$ cat src/design/rau_pkg.sv
// Package for the rational arithmetic unit: widths, command codes and queue entry type.
// No dependencies; used by every module of the block.
package rau_pkg;
   localparam int OPW = 32;
   localparam int NUMW = 64;
   localparam int DENW = 62;
   localparam int QDEPTH = 2;
   localparam int QAW = 1;

   localparam logic [1:0] CMD_NORM = 2'd0;
   localparam logic [1:0] CMD_ADD  = 2'd1;
   localparam logic [1:0] CMD_ADDI = 2'd2;
   localparam logic [1:0] CMD_MUL  = 2'd3;

   typedef struct packed {
      logic [1:0]            cmd;
      logic                  ok;
      logic signed [OPW-1:0] an;
      logic signed [OPW-1:0] ad;
      logic signed [OPW-1:0] bn;
      logic signed [OPW-1:0] bd;
   } job_type;

   typedef struct packed {
      logic            valid;
      logic [NUMW-1:0] num;
      logic [DENW-1:0] den;
   } res_type;
endpackage

$ cat src/design/rau_front.sv
// Front end: accepts request transactions, checks operands, queues jobs.
// Depends on rau_pkg.
module rau_front (
   input  logic            clock,
   input  logic            reset,
   input  logic            in_valid,
   output logic            in_ready,
   input  logic [1:0]      cmd,
   input  logic            a_valid,
   input  logic [rau_pkg::OPW-1:0] a_num,
   input  logic [rau_pkg::OPW-1:0] a_den,
   input  logic            b_valid,
   input  logic [rau_pkg::OPW-1:0] b_num,
   input  logic [rau_pkg::OPW-1:0] b_den,
   output logic            job_valid,
   input  logic            job_ready,
   output rau_pkg::job_type job
);
   import rau_pkg::*;
   job_type q_ff [QDEPTH];
   logic [QAW-1:0] wp_ff, rp_ff, wp_in, rp_in;
   logic [QAW:0] cnt_ff, cnt_in;
   logic signed [OPW-1:0] an, ad, bn, bd;
   logic a_ok, b_ok, ok, push, pop;
   job_type nj;

   always_comb begin
      an = a_num; ad = a_den; bn = b_num; bd = b_den;
      a_ok = a_valid && an != -1 && ad > 0;
      b_ok = b_valid && bn != -1 && bd > 0;
      case (cmd)
         CMD_NORM: ok = an >= 0 && ad > 0;
         CMD_ADDI: ok = a_ok && bn != -1;
         default:  ok = a_ok && b_ok;
      endcase
      nj = '{cmd: cmd, ok: ok, an: an, ad: ad, bn: bn, bd: bd};
   end

   assign in_ready  = cnt_ff != QAW'(0) + (QAW+1)'(QDEPTH);
   assign push      = in_valid && in_ready;
   assign job_valid = cnt_ff != '0;
   assign pop       = job_valid && job_ready;
   assign job       = q_ff[rp_ff];
   assign wp_in     = push ? wp_ff + 1'b1 : wp_ff;
   assign rp_in     = pop ? rp_ff + 1'b1 : rp_ff;
   assign cnt_in    = cnt_ff + (QAW+1)'(push) - (QAW+1)'(pop);

   always_ff @(posedge clock) begin
      if (reset) begin
         wp_ff <= '0; rp_ff <= '0; cnt_ff <= '0;
      end else begin
         wp_ff <= wp_in; rp_ff <= rp_in; cnt_ff <= cnt_in;
      end
      if (push) q_ff[wp_ff] <= nj;
   end
endmodule

$ cat config.mk
export PLATFORM = sky130hd
export DESIGN_NAME = rau_front
export DESIGN_NICKNAME = d
export VERILOG_FILES = /design/src/design/rau_pkg.sv /design/src/design/rau_front.sv
export SDC_FILE = /design/constraint.sdc
export NUM_CORES = 1
export LEC_CHECK = 0
export BUFFER_PORTS_ARGS = -buffer_cell sky130_fd_sc_hd__buf_2
export CAP_MARGIN = 10
export CORE_ASPECT_RATIO = 0.7
export CORE_UTILIZATION = 43
export DETAILED_ROUTE_END_ITERATION = 10
export GPL_TIMING_DRIVEN = 0
export PLACE_DENSITY = 0.67
export SETUP_SLACK_MARGIN = 0.4
export SKIP_CTS_REPAIR_TIMING = 1
export SLEW_MARGIN = 20
export SYNTH_ARGS = -nofsm -noshare
export SYNTH_HDL_FRONTEND = slang
export SYNTH_SLANG_ARGS = --single-unit
$ cat constraint.sdc
create_clock -name clock -period 26 [get_ports clock]
set_input_delay 6.5 -clock clock [delete_from_list [all_inputs] [get_ports clock]]
set_output_delay 6.5 -clock clock [all_outputs]
set_load 0.05 [all_outputs]
Yosys cells after proc, flatten, opt, wreduce, memory -nomap -nowiden

Memories as Yosys holds them, arrays and structs flattened. A register that Yosys moved wholly into a read port is not among the register bits.
Index checks and enable logic that the tools add are counted.

$add $sub $neg: 4
Magnitude comparators: 3
Equal/unequal tests: 4
Muxes and demuxes: 5
Reductions and logical operators: 11

Operators with widths:

| cell                  | count |
|---|---|
| $gt A32 B1 Y1 const B | 2 |
| $ne A32 B1 Y1 const B | 2 |
| $ge A32 B1 Y1 const B | 1 |
| $logic_and A1 B1 Y1   | 9 |
| $mux W1               | 4 |
| $add A1 B1 Y1 const B | 2 |
| $add A2 B1 Y2         | 1 |
| $eq A2 B2 Y1 const B  | 1 |
| $logic_not A2 Y1      | 1 |
| $ne A2 B2 Y1 const B  | 1 |
| $pmux W1 S2           | 1 |
| $reduce_bool A2 Y1    | 1 |
| $sub A2 B1 Y2         | 1 |

Bits in registers: 4
Memory bits (writable): 262
Input port bits: 136
Output and inout port bits: 133
Logic and storage cells: 31
Memories: 1

Memories:

| memory | depth | bits a word | rd ports | clocked after memory_dff | write ports | RTL line        | source |
|---|---|---|---|---|---|---|---|
| q_ff   | 2     | 131         | 1        | 1                        | 1           | rau_front.sv:20 | `job_type q_ff [QDEPTH];` |

Longest topological paths before layout

Gate-level depths: netlist of run 1.

Word-level depth: 5
Depth in mapped cells: 8
Mapped depth without buffers: 8

Worst setup path before layout of run 1

No wires, ideal clock.

Path type: input to register
Start point: input port in_valid
End point: memory q_ff[0][0] (netlist name), enable pin
Setup time: 623 ps
Arrival time: 12060 ps
Required time: 25377 ps
Path slack: 13317 ps
Cell stages on the path: 2
Buffers on the path: 0
Cells stage by stage: nand2_1 > nor2_1

Longest elaborated chain between the ends: 3

Ends and longest elaborated chain:

| element                       | RTL line        | source |
|---|---|---|
| from (decl)                   | rau_front.sv:6  | `input logic in_valid,` |
| $logic_and A1 B1 Y1           | rau_front.sv:40 | `assign push = in_valid && in_ready;` |
| $mux W1                       | rau_front.sv:54 | `if (push) q_ff[wp_ff] <= nj;` |
| $mux W1 (not written as such) | rau_front.sv:54 |  |
| to (decl)                     | rau_front.sv:20 |  |

No other way between the ends.

==> out/results.md, run 1 <==
### Yosys
* **Netlist cell types** 24
* **share of synthesized area occupied by flip-flops and latches** 0.770
* **mean instance size in the synthesized netlist** 21.6 sq um
* **register bit total from synthesis** 267
* **gate count after technology mapping** 480
* **flip-flop cell with the highest count after synthesis** edfxtp_1
* **number of enable flip-flop cells after synthesis** 262
* **Synth Warn #** 0
* **post-synth net total** 618
* **area of the mapped netlist** 0.0103 sq mm
* **async set-reset flop share out of synthesis** 0

### Run status
* **outcome** finished clean

### Place
* **total half-perimeter wirelength after legalization and detailed placement** 15.2 mm
* **DP Cell Count** 1073
* **number of buffer cells added on primary ports** 268
* **post-place instance area** 0.0123 sq mm
* **final RePlAce weighted congestion** 0.797

### Critical path
* **CP Cell Sequence** buf_6, buf_8, buf_6, mux2_4, buf_2
* **Critical path buffers and inverters** 4
* **Req. time, crit path** 19.50 ns
* **cell family contributing the most delay on the critical path** buffers and inverters
* **WP data arrival** 1.88 ns
* **type of the worst setup path** register to primary output
* **maximum fanout encountered on the critical timing path** 10
* **CP endpoint kind** primary output
* **largest stage delay on the critical path** 0.33 ns
* **CP dominant cell by count** buf_6
* **slowest CP cell** dfxtp_1
* **Setup crit start kind** register

### Timing
* **fmax** 119 MHz
* **fraction of the cycle the final worst path needs** 0.322
* **actual transition at the worst max-transition pin** 0.726 ns
* **slew margin rel.** 0.515
* **final clock skew** 0.0142 ns
* **Slew Limit Fails** 0
* **setup-violating endpoint count in the final report** 0
* **post-layout minimum cycle time** 8.38 ns
* **unrepaired setup endpoints after global routing** no
* **number of hold violations in the final report** 0
* **Total Neg Setup Slack** 0 ns

### Layout
* **fraction of layout instances using a drive strength above 1** 0.573
* **net count reported at finish** 921
* **final design area excluding fillers** 0.0131 sq mm
* **post-route non-filler standard cell count** 1123
* **layout-stage area growth over the synthesis result** 26.9%

### Global routing
* **largest net degree at the start of global routing** 57
* **global-route wire length before repair** 32.5 mm
* **vias in the first global route** 5841
* **final global-route overflow total** 0
* **global-route usage over all layers** 0.169
* **initial antenna violation count** 3

### Route
* **average vias per placed instance** 4.89
* **wire per inst** 19.1 microns
* **Vias** 5495
* **number of optimization iterations in the first detailed-route pass** 4
* **DRT antenna net count** 0
* **violation count after the first detailed-route iteration** 235
* **Post-route DRC** 0
* **Routed Wire Length** 21.4 mm

### Power
* **Power Dens Cells** 112 mW/mm^2
* **worst ir drop on vdd** 68.2 uV
* **leakage dissipation** 5.01 nW

### CTS
* **Clock Latency Late Sink** 0.52 ns
* **clock tree from TritonCTS** built
* **maximum root-to-sink buffer count** 3
* **Num CTS Buffers** 26
* **CTS Root Cell** clkbuf_16
* **# H-tree levels** 1
* **clock-pin slew on the worst setup and hold paths** 0.06 ns
* **clk sinks** 267

### Floorplanning
* **Core Box Area** 0.0236 sq mm
* **floorplan die width** 187 microns
* **Die Footprint** 0.0247 sq mm
* **I/O pin total** 269
* **number of rows in the core area** 47
* **die height** 132 microns
* **effective utilization at floorplan** 0.438

### Hold path
* **Worst Hold Class** register to register

### Job
* **# Max-Cap Violations** 0

[power breakdown]
group	leakage [nW]	total [mW]	internal [mW]	switching, mW
Clock	0.412	0.371	0.219	0.152
Sequential	2.49	0.560	0.545	0.0148
Combinational	2.11	0.539	0.172	0.367
Total	5.01	1.47	0.936	0.534
[worst paths after layout]
kind | slack (ns) | from | to | cells past startpoint
worst max-delay path | 17.62 | register | job[33] | 5
worst min-delay path | 0.54 | rp_ff$_SDFFE_PP0P_ | register | 2
worst max register to register | 23.79 | cnt_ff[0]$_SDFF_PP0_ | q_ff[0][60]$_DFFE_PP_ | 6
worst min register to register | 0.54 | rp_ff$_SDFFE_PP0P_ | register | 2
[per-stage QoR]
stage	power, mW	hold WS, ns	util	worst slack (ns)
6_report	1.47	0.539	0.555	17.62
5_1_grt	1.52	0.593	0.555	17.54
4_1_cts	1.48	0.546	0.555	17.57
3_5_place_dp	1.11	0.531	0.519	17.70
3_3_place_gp	1.11	0.496	0.511	10.66
2_1_floorplan	0.996	0.480	-	13.32
[state kept, by name, indices dropped and copies added (netlist names), named ones only]
| register | cells |
|---|---|
| wp_ff | 1 |
| q_ff | 262 |
| rp_ff | 1 |
| cnt_ff | 2 |
[synth_stat cells, types with 2 or more instances]
library cell  count  area share
ha_1              2      0.0024
nand4_1          20       0.012
nand2_1           3      0.0011
buf_6            10       0.011
nor2_1            6      0.0022
o21ai_0           2     0.00097
nor4_1           20       0.012
xnor2_1           2      0.0017
xor2_1            2      0.0017
mux2_2           41       0.045
buf_2             4      0.0019
nor2b_1           2      0.0012
edfxtp_1        262        0.76
dfxtp_1           5      0.0097
mux2_4           90        0.13
[cell type report]
cell class	instances	area, sq um
inverter	1	3.75
fill	1908	10500
sequential	267	7970
clock inverter	17	156
antenna	2	5.00
tap	318	398
multi-input combinational	197	2240
clock buffer	31	691
buffer	15	148
timing repair buffer	275	1520
[worst min-delay path, cell delays in order (launching register included)]
cell,delay (ns)
dfxtp_1,0.33
xnor2_1,0.09
nor2_1,0.08
[cell usage in the layout (no fill, tap or decap), types with 3 or more instances in the layout]
| master | n |
|---|---|
| nand2_1 | 3 |
| clkinv_2 | 4 |
| bufinv_16 | 3 |
| nor4_1 | 20 |
| buf_6 | 10 |
| clkbuf_16 | 27 |
| clkinv_1 | 8 |
| edfxtp_1 | 262 |
| nor2_1 | 5 |
| clkbuf_1 | 4 |
| dfxtp_1 | 5 |
| mux2_4 | 90 |
| buf_16 | 5 |
| buf_2 | 272 |
| nand4_1 | 20 |
| mux2_2 | 41 |
[kinds of logic after synthesis]
group | after synthesis | share of synthesized area
mux | 131 | 0.175
xor+xnor | 4 | 0.00339
fa+ha+maj | 2 | 0.00242
simple gates | 55 | 0.0313
flops | 267 | 0.770
compound gates | 5 | 0.00278
buf+inv | 16 | 0.0146
[per-layer routing]
| layer | vias to the layer above | GRT usage | routed length [microns] |
|---|---|---|---|
| li1 | 2562 | - | - |
| met1 | 2694 | 0.219 | 9070 |
| met2 | 207 | 0.277 | 9930 |
| met3 | 30 | 0.0556 | 1890 |
| met4 | 2 | 0.0402 | 490 |
| met5 | - | 0 | 11 |
Power figures use the tool's default switching activity.
==> run 2, diff against run 1 <==
Settings changed: ABC_AREA set to 1.
Clock period 26 ns to 8.54 ns, I/O delays scaled along.
==> run 2 against run 1 <==
Effect of this change:
- design area is 2.0% higher
- sequential share of layout area is 1.2 points lower
- die area is 2.2% higher
- worst hold slack worse by 0.048 ns
- clock power grew to 3.0 times the previous value
- area after synthesis is 2.2% higher
- cell count is 8.6% higher
- sequential power grew to 3.1 times the previous value
- routed wire length is 2.4% lower
- global-route usage is 0.64 points lower
==> out/results.md, run 2 <==
### CTS
* **maximum root-to-sink buffer count** 3, unchanged
* **Clock Latency Late Sink** 0.52 ns, about the same
* **clock tree from TritonCTS** built, unchanged
* **Num CTS Buffers** 26, unchanged
* **# H-tree levels** 1, unchanged
* **clock-pin slew on the worst setup and hold paths** 0.06 ns, about the same
* **CTS Root Cell** clkbuf_16, unchanged
* **clk sinks** 267, unchanged

### Yosys
* **post-synth net total** 711, was 618
* **most frequently used cell type in the post-synthesis netlist** edfxtp_1, unchanged
* **Yosys top cell by area** edfxtp_1, unchanged
* **share of synthesized area occupied by flip-flops and latches** 0.754, was 0.770
* **Synth top area share** 0.744, was 0.761
* **cell types occupying the most area after synthesis** edfxtp_1, mux2_4, mux2_2, unchanged
* **mean instance size in the synthesized netlist** 18.4 sq um, was 21.6 sq um
* **register bit total from synthesis** 267, unchanged
* **flip-flop cell with the highest count after synthesis** edfxtp_1, unchanged
* **Synth Warn #** 0, unchanged
* **most common library cells after synthesis** edfxtp_1, mux2_4, nand2_1, was edfxtp_1, mux2_4, mux2_2
* **Netlist cell types** 19, was 24
* **gate count after technology mapping** 573, was 480
* **number of enable flip-flop cells after synthesis** 262, unchanged
* **async set-reset flop share out of synthesis** 0, unchanged
* **area of the mapped netlist** 0.0106 sq mm, was 0.0103 sq mm

### Global routing
* **global-route usage over all layers** 0.162, was 0.169
* **final global-route overflow total** 0, unchanged
* **largest net degree at the start of global routing** 27, was 57
* **vias in the first global route** 5663, was 5841
* **initial antenna violation count** 4, was 3
* **global-route wire length before repair** 31.4 mm, was 32.5 mm

### Power
* **leakage dissipation** 5.21 nW, was 5.01 nW
* **worst ir drop on vdd** 189 uV, was 68.2 uV
* **Power Dens Cells** 332 mW/mm^2, was 112 mW/mm^2

### Timing
* **fmax** 250 MHz
* **fraction of the cycle the final worst path needs** 0.469
* **worst hold slack after final layout** 0.490 ns, was 0.539 ns
* **post-layout minimum cycle time** 4.01 ns
* **unrepaired setup endpoints after global routing** no, unchanged
* **final clock skew** 0.0133 ns, was 0.0142 ns
* **final setup slack of the worst path** 4.53 ns, was 17.62 ns
* **setup-violating endpoint count in the final report** 0, unchanged
* **slew margin rel.** 0.512, was 0.515
* **Slew Limit Fails** 0, unchanged
* **Total Neg Setup Slack** 0 ns, unchanged
* **number of hold violations in the final report** 0, unchanged
* **actual transition at the worst max-transition pin** 0.730 ns, was 0.726 ns

### Layout
* **layout-stage area growth over the synthesis result** 26.7%, was 26.9%
* **Reg area** 0.00797 sq mm, unchanged
* **fraction of layout instances using a drive strength above 1** 0.515, was 0.573
* **most used cells in the layout excluding fill and tap cells** buf_2, edfxtp_1, mux2_4, unchanged
* **largest register by flop count** q_ff, unchanged
* **max FFs per register** 262, unchanged
* **area of combinational cells with multiple inputs** 0.00244 sq mm, was 0.00224 sq mm
* **filler cell count** 1934, was 1908
* **commonest non-fill, non-tap cell in the layout** buf_2, unchanged
* **fraction of the core area covered by cells at the end of the flow** 0.561, was 0.555
* **post-route non-filler standard cell count** 1220, was 1123
* **net count reported at finish** 1017, was 921
* **largest registers** q_ff (262), cnt_ff (2), unchanged

### Job
* **# Max-Cap Violations** 0, unchanged

### Hold path
* **Worst Hold Class** register to register, unchanged

### Floorplanning
* **floorplan die width** 189 microns, was 187 microns
* **Die Footprint** 0.0252 sq mm, was 0.0247 sq mm
* **I/O pin total** 269, unchanged
* **effective utilization at floorplan** 0.443, was 0.438
* **Core Box Area** 0.0239 sq mm, was 0.0236 sq mm
* **number of rows in the core area** 47, unchanged
* **die height** 133 microns, was 132 microns

### Critical path
* **maximum fanout encountered on the critical timing path** 10, unchanged
* **WP data arrival** 1.87 ns, was 1.88 ns
* **type of the worst setup path** register to primary output, unchanged
* **CP endpoint kind** primary output, unchanged
* **Setup crit start kind** register, unchanged
* **Req. time, crit path** 6.41 ns, was 19.50 ns

### Place
* **final RePlAce weighted congestion** 0.721, was 0.797
* **total half-perimeter wirelength after legalization and detailed placement** 15.0 mm, was 15.2 mm
* **DP Cell Count** 1169, was 1073
* **worst slack at placement** 4.55 ns, was 17.70 ns
* **number of buffer cells added on primary ports** 268, unchanged

### Route
* **violation count after the first detailed-route iteration** 235, unchanged
* **DRT antenna net count** 0, unchanged
* **Post-route DRC** 0, unchanged
* **average vias per placed instance** 4.70, was 4.89
* **number of optimization iterations in the first detailed-route pass** 4, unchanged
* **Vias** 5736, was 5495
* **Routed Wire Length** 20.9 mm, was 21.4 mm
* **wire per inst** 17.1 microns, was 19.1 microns

### Run status
* **outcome** finished clean, unchanged

==> run 2: cell families after synthesis <==
| group | after synthesis | share of synthesized area |
|---|---|---|
| buffers and inverters | 24 | 0.0172 |
| xor gates and xnor gates | 1 | 0.000829 |
| AOI/OAI and AO/OA | 6 | 0.00308 |
| and+or+nand+nor | 142 | 0.0513 |
| adders and majority gates | 2 | 0.00237 |
| DFF | 267 | 0.754 |
| muxes | 131 | 0.172 |
==> run 2: power by group <==
part	internal [mW]	switching, mW
combinational	0.514	1.11
sequential	1.67	0.0411
clock	0.668	0.459
total	2.85	1.61
==> run 2: path summary, 6_finish.rpt <==
| kind | start | endpoint | slack, ns | cells past startpoint |
|---|---|---|---|---|
| setup / recovery | register | job[8] | 4.53 | 5 |
| hold reg to reg | rp_ff$_SDFFE_PP0P_ | rp_ff$_SDFFE_PP0P_ | 0.49 | 2 |
| setup reg to reg | cnt_ff[0]$_SDFF_PP0_ | q_ff[1][74]$_DFFE_PP_ | 6.34 | 7 |
| hold / removal | rp_ff$_SDFFE_PP0P_ | rp_ff$_SDFFE_PP0P_ | 0.49 | 2 |
==> run 2: final cells by class <==
type	instances	area share
Inverter	9	0.00252
Antenna cell	3	0.000560
Sequential cell	267	0.595
Tap cell	318	0.0297
Multi-Input combinational cell	282	0.182
Clock buffer	40	0.0563
Timing Repair Buffer	278	0.116
Buffer	15	0.0110
Clock inverter	8	0.00701
==> run 2: through the flow <==
stage | total power [mW] | area [sq um]
2_1_floorplan | 3.01 | 10600
3_3_place_gp | 3.35 | 12300
3_5_place_dp | 3.37 | 12500
4_1_cts | 4.51 | 13400
5_1_grt | 4.62 | 13400
6_report | 4.45 | 13400
==> run 2: critical path: stages (launching register included) <==
cell	delay, ns
dfxtp_1	0.32
buf_6	0.11
buf_8	0.17
buf_6	0.20
mux2_4	0.33
buf_2	0.21
==> run 2: metal layers <==
layer | GRT usage | wire length (microns) | vias up | share of wire
met1 | 0.223 | 9370 | 2759 | 0.45
met5 | 0 | 13 | - | 0.00062
li1 | - | - | 2758 | -
met3 | 0.0527 | 1720 | 29 | 0.082
met2 | 0.251 | 9390 | 188 | 0.45
met4 | 0.0403 | 390 | 2 | 0.019
==> run 3, diff against run 2 <==
Settings changed: ABC_AREA 1 to 0, PLACE_DENSITY 0.67 to 0.7.
Clock period 8.54 ns to 3.3 ns, I/O delays scaled along.
==> run 3 against run 2 <==
Effect of this change:
- design area is 2.8% lower
- power grew to 2.5 times the previous value
- setup slack lost 4.0 ns
- clock skew rose by 0.013 ns
- via count shrank 2.9%
- largest power group unchanged
==> out/results.md, run 3 (synthesis results as in run 1) <==
### Route
* **average vias per placed instance** 4.98, was 4.70
* **DRT antenna net count** 0, unchanged
* **Routed Wire Length** 21.1 mm, was 20.9 mm
* **number of optimization iterations in the first detailed-route pass** 5, was 4
* **wire per inst** 18.9 microns, was 17.1 microns
* **Post-route DRC** 0, unchanged
* **Vias** 5568, was 5736
* **violation count after the first detailed-route iteration** 304, was 235

### Timing
* **fmax** 367 MHz
* **post-layout minimum cycle time** 2.73 ns
* **setup-violating endpoint count in the final report** 0, unchanged
* **slew margin rel.** 0.527, was 0.512
* **fraction of the cycle the final worst path needs** 0.826
* **number of hold violations in the final report** 0, unchanged
* **final setup slack of the worst path** 0.574 ns, was 4.53 ns
* **unrepaired setup endpoints after global routing** no, unchanged
* **Slew Limit Fails** 0, unchanged
* **worst hold slack after final layout** 0.496 ns, was 0.490 ns
* **Total Neg Setup Slack** 0 ns, unchanged
* **final clock skew** 0.0262 ns, was 0.0133 ns
* **actual transition at the worst max-transition pin** 0.708 ns, was 0.730 ns

### Critical path
* **Reg-to-Reg Start** cnt_ff[0]$_SDFF_PP0_, unchanged
* **CP endpoint kind** primary output, unchanged
* **worst reg-to-reg path cell count** 6, was 7
* **type of the worst setup path** register to primary output, unchanged
* **Reg-to-Reg End** q_ff[0][72]$_DFFE_PP_, was q_ff[1][74]$_DFFE_PP_
* **Setup crit start kind** register, unchanged
* **FF-to-FF setup slack** 1.08 ns, was 6.34 ns
* **Req. time, crit path** 2.47 ns, was 6.41 ns
* **maximum fanout encountered on the critical timing path** 10, unchanged
* **WP data arrival** 1.90 ns, was 1.87 ns

### Place
* **final RePlAce weighted congestion** 0.741, was 0.721
* **worst slack at placement** 0.647 ns, was 4.55 ns
* **total half-perimeter wirelength after legalization and detailed placement** 14.8 mm, was 15.0 mm
* **number of buffer cells added on primary ports** 268, unchanged

### Layout
* **fraction of layout instances using a drive strength above 1** 0.571, was 0.515
* **max FFs per register** 262, unchanged
* **net count reported at finish** 921, was 1017
* **antenna diode count** 0, was 3
* **largest register by flop count** q_ff, unchanged
* **most used cells in the layout excluding fill and tap cells** buf_2, edfxtp_1, mux2_4, unchanged
* **layout-stage area growth over the synthesis result** 25.9%, was 26.7%
* **commonest non-fill, non-tap cell in the layout** buf_2, unchanged
* **largest registers** q_ff (262), cnt_ff (2), unchanged

### Floorplanning
* **I/O pin total** 269, unchanged
* **Core Box Area** 0.0236 sq mm, was 0.0239 sq mm
* **Die Footprint** 0.0247 sq mm, was 0.0252 sq mm
* **die height** 132 microns, was 133 microns
* **floorplan die width** 187 microns, was 189 microns
* **number of rows in the core area** 47, unchanged
* **effective utilization at floorplan** 0.438, was 0.443

### CTS
* **maximum root-to-sink buffer count** 3, unchanged
* **clock-pin slew on the worst setup and hold paths** 0.06 ns, about the same
* **# H-tree levels** 1, unchanged
* **clock tree from TritonCTS** built, unchanged
* **clk sinks** 267, unchanged
* **Num CTS Buffers** 26, unchanged
* **CTS Root Cell** clkbuf_16, unchanged
* **Clock Latency Late Sink** 0.53 ns, was 0.52 ns

### Global routing
* **routing usage on met3** 0.0562, was 0.0527
* **global-route usage over all layers** 0.167, was 0.162
* **global-route wire length before repair** 31.7 mm, was 31.4 mm
* **most congested layer reported by global routing** met2, unchanged
* **vias in the first global route** 5551, was 5663
* **met2 usage in global routing** 0.255, was 0.251
* **met1 usage** 0.234, was 0.223
* **largest net degree at the start of global routing** 48, was 27
* **initial antenna violation count** 1, was 4
* **final global-route overflow total** 0, unchanged

### Power
* **part of the power in the clock network** 0.231, was 0.253
* **worst ir drop on vdd** 543 uV, was 189 uV
* **Switch Pwr** 4.20 mW, was 1.61 mW
* **Flop pwr share** 0.391, was 0.383
* **Power Dens Cells** 867 mW/mm^2, was 332 mW/mm^2
* **leakage dissipation** 4.96 nW, was 5.21 nW
* **Pwr Total** 11.3 mW, was 4.45 mW
* **part of the total power dissipated in combinational logic** 0.378, was 0.364
* **switching share of power** 0.372, was 0.361
* **cell internal pwr** 7.09 mW, was 2.85 mW

### Job
* **# Max-Cap Violations** 0, unchanged

### Hold path
* **Hold Path Cell Cnt** 1, was 2
* **Worst Hold Class** input pin to register, was register to register
* **worst hold path startpoint** a_num[7], was rp_ff$_SDFFE_PP0P_
* **endpoint of the worst hold path** q_ff[1][103]$_DFFE_PP_, was rp_ff$_SDFFE_PP0P_

### Run status
* **outcome** finished clean, unchanged

## run 3: worst max-delay path, cell delays in order (launching register included)
cell and delay (ns):
dfxtp_1 0.32, buf_6 0.11, buf_8 0.18, buf_6 0.21
mux2_4 0.32, buf_2 0.21
## run 3: per-layer routing
metal / part of all wire / routed length (microns)
met5: 0.00062 / 13
met4: 0.017 / 363
met3: 0.088 / 1860
met2: 0.45 / 9410
met1: 0.45 / 9470
## run 3: per-stage QoR
step / utilization / instances / area (sq um)
after floorplan: - / 480 / 10400
after global placement: 0.512 / 1066 / 12100
after detailed placement: 0.520 / 1073 / 12300
after CTS: 0.551 / 1118 / 13000
after global routing: 0.551 / 1118 / 13000
final: 0.551 / 1118 / 13000
## run 3: worst max path at each step
stage / to / slack [ns] / cells past startpoint
final: job[10] / 0.57 / 5
after global routing: job[7] / 0.49 / 5
after CTS: job[7] / 0.53 / 5
after detailed placement: q_ff[0][64]$_DFFE_PP_ / 0.65 / 6
after global placement: q_ff[0][57]$_DFFE_PP_ / -1.16 / 3
after floorplan: q_ff[0][0]$_DFFE_PP_ / 0.06 / 2
## run 3: final cells by class
cell class / instances / area [sq um]
clock buffer: 34 / 681
fill: 1887 / 10600
multi-input combinational: 197 / 2260
timing repair buffer: 275 / 1510
inverter: 1 / 3.75
buffer: 15 / 148
clock inverter: 11 / 58.8
tap: 318 / 398
sequential: 267 / 7970
## run 3: power groups by stage
stage	registers, mW	clock network, mW	logic [mW]
floorplan	4.48	0	3.31
global placement	4.51	0	4.16
detailed placement	4.48	0	4.30
CTS	4.41	2.68	4.31
global route	4.45	2.80	4.45
finish	4.41	2.61	4.27
